===== src/rtl/core/sbs_pkg.sv =====
// Shared types and constants for the side-by-side anaglyph converter.
`timescale 1ns / 1ps

package sbs_pkg;

    localparam int MAX_HALF_WIDTH = 2048;
    localparam int ADDR_W         = $clog2(MAX_HALF_WIDTH);
    localparam int HW_W           = 12;
    localparam int MODE_W         = 3;

    // register indexes of the configuration port
    localparam logic CFG_MODE = 1'b0;
    localparam logic CFG_HALF = 1'b1;

    // mixing modes; codes 5 to 7 fall back to true
    typedef enum logic [MODE_W-1:0] {
        MODE_TRUE      = 3'd0,
        MODE_GRAY      = 3'd1,
        MODE_COLOR     = 3'd2,
        MODE_HALFCOLOR = 3'd3,
        MODE_OPTIMIZED = 3'd4
    } t_mode;

    typedef struct packed {
        logic [7:0] red;
        logic [7:0] green;
        logic [7:0] blue;
    } t_rgb;

    // weights in unsigned 0.16
    localparam logic [15:0] W_LUMA_R = 16'd19595;
    localparam logic [15:0] W_LUMA_G = 16'd38470;
    localparam logic [15:0] W_LUMA_B = 16'd7471;
    localparam logic [15:0] W_OPT_G  = 16'd45875;
    localparam logic [15:0] W_OPT_B  = 16'd19661;

endpackage


===== src/rtl/core/sbs_mix.sv =====
// Anaglyph mixing of one left/right pixel pair.
`timescale 1ns / 1ps

module sbs_mix
    import sbs_pkg::*;
(
    input  t_rgb              i_left,
    input  t_rgb              i_right,
    input  logic [MODE_W-1:0] i_mode,
    output t_rgb              o_mix
);

    logic [23:0] luma_l_sum;
    logic [23:0] luma_r_sum;
    logic [23:0] opt_sum;
    logic [7:0]  luma_l;
    logic [7:0]  luma_r;

    // weights sum to 1.0, so no sum overflows 24 bits
    assign luma_l_sum = 24'(i_left.red) * 24'(W_LUMA_R)
                      + 24'(i_left.green) * 24'(W_LUMA_G)
                      + 24'(i_left.blue) * 24'(W_LUMA_B);
    assign luma_r_sum = 24'(i_right.red) * 24'(W_LUMA_R)
                      + 24'(i_right.green) * 24'(W_LUMA_G)
                      + 24'(i_right.blue) * 24'(W_LUMA_B);
    assign opt_sum    = 24'(i_left.green) * 24'(W_OPT_G)
                      + 24'(i_left.blue) * 24'(W_OPT_B);

    assign luma_l = luma_l_sum[23:16];
    assign luma_r = luma_r_sum[23:16];

    always_comb begin
        case (i_mode)
            MODE_GRAY: begin
                o_mix = '{red: luma_l, green: luma_r, blue: luma_r};
            end
            MODE_COLOR: begin
                o_mix = '{red: i_left.red, green: i_right.green, blue: i_right.blue};
            end
            MODE_HALFCOLOR: begin
                o_mix = '{red: luma_l, green: i_right.green, blue: i_right.blue};
            end
            MODE_OPTIMIZED: begin
                o_mix = '{red: opt_sum[23:16], green: i_right.green, blue: i_right.blue};
            end
            default: begin
                o_mix = '{red: luma_l, green: 8'd0, blue: luma_r};
            end
        endcase
    end

endmodule


===== config.mk =====
export PLATFORM = sky130hd
export DESIGN_NAME = sbs_mix
export DESIGN_NICKNAME = d
export VERILOG_FILES = /design/src/rtl/core/sbs_pkg.sv /design/src/rtl/core/sbs_mix.sv
export SDC_FILE = /design/constraint.sdc
export NUM_CORES = 1
export LEC_CHECK = 0
export ABC_AREA = 1
export BUFFER_PORTS_ARGS = -buffer_cell sky130_fd_sc_hd__buf_4
export CAP_MARGIN = 20
export CELL_PAD_IN_SITES_DETAIL_PLACEMENT = 1
export CELL_PAD_IN_SITES_GLOBAL_PLACEMENT = 1
export CORE_ASPECT_RATIO = 1.2
export CORE_MARGIN = 2
export CORE_UTILIZATION = 40
export DETAILED_ROUTE_END_ITERATION = 12
export MAX_ROUTING_LAYER = met4
export PLACE_DENSITY = 0.7
export SETUP_SLACK_MARGIN = 0.5
export SLEW_MARGIN = 20
export SYNTH_ARGS = -nofsm -noshare
export SYNTH_HDL_FRONTEND = slang
export SYNTH_SLANG_ARGS = --single-unit
export TNS_END_PERCENT = 30

===== constraint.sdc =====
create_clock -name vclk -period 28.1
set_clock_uncertainty 0.2 [all_clocks]
set_input_delay 5.62 -clock vclk [all_inputs]
set_output_delay 5.62 -clock vclk [all_outputs]
set_load 0.01 [all_outputs]

==> parameters.txt <==
Parameter                              Value

Global route
  Global-route wire length before repair    roughly 91 mm
  Initial antenna violation count    0
  Largest net degree at the start of global routing    16
  Grt ovf    0
  Overall global routing resource usage    about a quarter
  Vias in the first global route    approximately 17k

Layout
  Share of post-route cells with drive strength above 1    under 10%
  Number of sequential storage elements    0
  Multi-input gate area in the final layout    about 15,000 µm²
  Final antenna diode count    0
  Utilization after layout    43.2%
  Number of clock buffers in the layout    0
  Relative area change from synthesis to final layout    7.21%
  Total of fill cells in the finished design    ~5.4k
  Net total in the final layout    a little over 3k
  Total area of sequential cells    0 µm²

STA
  Maximum frequency from static timing analysis    ~55 MHz
  Setup repair after global routing missed its margin    no
  Setup TNS Final    0 ns
  Hold violation count in the final report    0
  Total count of max-transition violations in the final report    0
  Max-Slew Margin vs Limit    about 25%
  Slew at the pin with the worst max-slew slack    1.12 ns
  Min Clock Period, post-route    between 15 and 20 ns
  Final setup vio count    0
  Worst hold margin    ~11 ns
  Ratio of final minimum period to clock period    64.4%

Synth
  Number of distinct library cells after synthesis    40
  Number of synthesis warnings    0
  Syn Inst Count    roughly 2.2k
  Post-synth net total    about 3.0k
  Mean instance size in the synthesized netlist    around 7.9 µm²
  Part of the Yosys area used for sequential elements    0%
  Netlist area before placement    roughly 18,000 µm²

Worst setup path
  Critical path fanouts, max    10
  CP Launch Type    input port
  Category of the critical setup timing path    in -> out
  WP data arrival    12.27 ns
  Slowest stage delay, CP    roughly 0.53 ns
  Max stage delay cell, worst path    fa_1
  Endpoint required time on the critical path    around 22 ns
  Setup crit end kind    output pin
  Most frequent cell on the critical path    nand2_1

Floorplanning
  Horizontal die dimension    195 µm
  Initial Util    between 40 and 50%
  Core footprint    about 44,000 µm²
  Ports placed on the boundary    75
  Overall die area    approximately 46,000 µm²
  Die Ht    between 200 and 250 µm
  FP Rows    84

Detailed routing
  Via density per instance    around 5.1
  Number of DRC violations after detailed routing    0
  Initial DRC Count    roughly 480
  Total wire length after detailed routing    between 50 and 60 mm
  Total via count after detailed routing    14.4k
  Post-DRT Antenna Nets    0
  Average detailed-routed wire length per instance    roughly 20 µm
  Number of iterations in the first detailed-routing pass    5

Outcome
  Status    finished clean

Place
  HPWL after DPL    approximately 53 mm
  Routability congestion estimate from global placement    0.952
  Port Buffer Count    75

Clock tree
  Setup Buffers After CTS    0
  Hold bufs inserted after CTS    0
  Cells resized by post-CTS repair    0

Job
  Number of violations of the max-capacitance limit    0

Min path
  Path type of the worst min-delay path    in -> out
==> logic make-up after synthesis <==
| group | Yosys count | share of synthesized area (%) |
|---|---|---|
| compound gates | 149 | 4.93 |
| xor+xnor | 36 | 1.79 |
| fa+ha+maj | 697 | 62.9 |
| buf+inv | 670 | 14.3 |
| simple gates | 674 | 16.0 |
==> layout by cell type, fill, tap and decap left out, types with 2 or more instances in the layout <==
| cell type | synthesis | final |
|---|---|---|
| o31ai_1 | 2 | 2 |
| a21o_1 | 8 | 8 |
| nand2_1 | 392 | 392 |
| and2_1 | 2 | 2 |
| o21ai_0 | 29 | 29 |
| xor2_1 | 24 | 24 |
| or2_2 | 6 | 6 |
| ha_1 | 386 | 386 |
| nand3_1 | 97 | 97 |
| nand3_2 | 3 | 3 |
| a21boi_0 | 2 | 2 |
| fa_1 | 311 | 311 |
| nand3b_1 | 7 | 7 |
| nor3_1 | 16 | 16 |
| a21oi_4 | 1 | 2 |
| xnor2_1 | 12 | 12 |
| nand2_2 | 4 | 4 |
| nor3_2 | 2 | 2 |
| buf_4 | 1 | 77 |
| nor2_1 | 121 | 121 |
| inv_1 | 666 | 666 |
| a21oi_1 | 79 | 79 |
| o21ai_1 | 2 | 2 |
| a31oi_1 | 4 | 4 |
| nand4_1 | 21 | 21 |
| o21bai_1 | 13 | 13 |
==> Yosys cell counts (all sizes together) (7+ instances only) <==
cell type / n / share of area, %
nand4: 21 / 0.75
xnor2: 12 / 0.60
nand3: 100 / 2.9
ha: 386 / 27
o21bai: 15 / 0.73
nor3: 18 / 0.57
fa: 311 / 35
xor2: 24 / 1.2
a21oi: 81 / 2.4
nand3b: 7 / 0.30
nand2: 396 / 8.5
o21ai: 32 / 0.93
a21o: 8 / 0.34
nor2: 121 / 2.6
inv: 667 / 14
==> layer usage <==
layer / global-route usage, % / vias to the layer above / routed length (µm)
met5: - / - / 0
met2: 50.5 / 212 / 30200
met1: 29.5 / 7249 / 22300
li1: - / 6900 / -
met3: 0.837 / 88 / 988
met4: 10.6 / 0 / 2870
==> worst max-delay path: cells and delay by family <==
kind,cells,cell delay (ns)
AND/OR/NAND/NOR,14,1.71
adder cells (fa/ha/maj),10,3.87
XOR/XNOR,1,0.17
buffers and inverters,5,0.53
AO/OA/AOI/OAI,2,0.35
==> path summary, 6_finish.rpt <==
kind	start	to	slack, ns	cells after the start
worst min-delay path	i_right[13]	o_mix[13]	11.41	4
worst max-delay path	i_left[14]	o_mix[23]	10.01	32
==> area by class of cell <==
class / instances / area share [%]
inverter: 667 / 13.3
multi-input combinational: 1556 / 79.9
timing repair buffer: 77 / 3.07
tap: 559 / 3.71
==> stage by stage <==
step	instances	instance area (µm²)	worst slack, ns
after floorplan	2226	17600	10.98
after global placement	2859	18800	10.21
after detailed placement	2859	18800	10.01
after CTS	2859	18800	9.98
after global routing	2859	18800	9.55
final	2859	18800	10.01
Power is left out: the tool's default activity adds up to more than one toggle a clock period on the data nets, which glitch-free logic cannot reach.
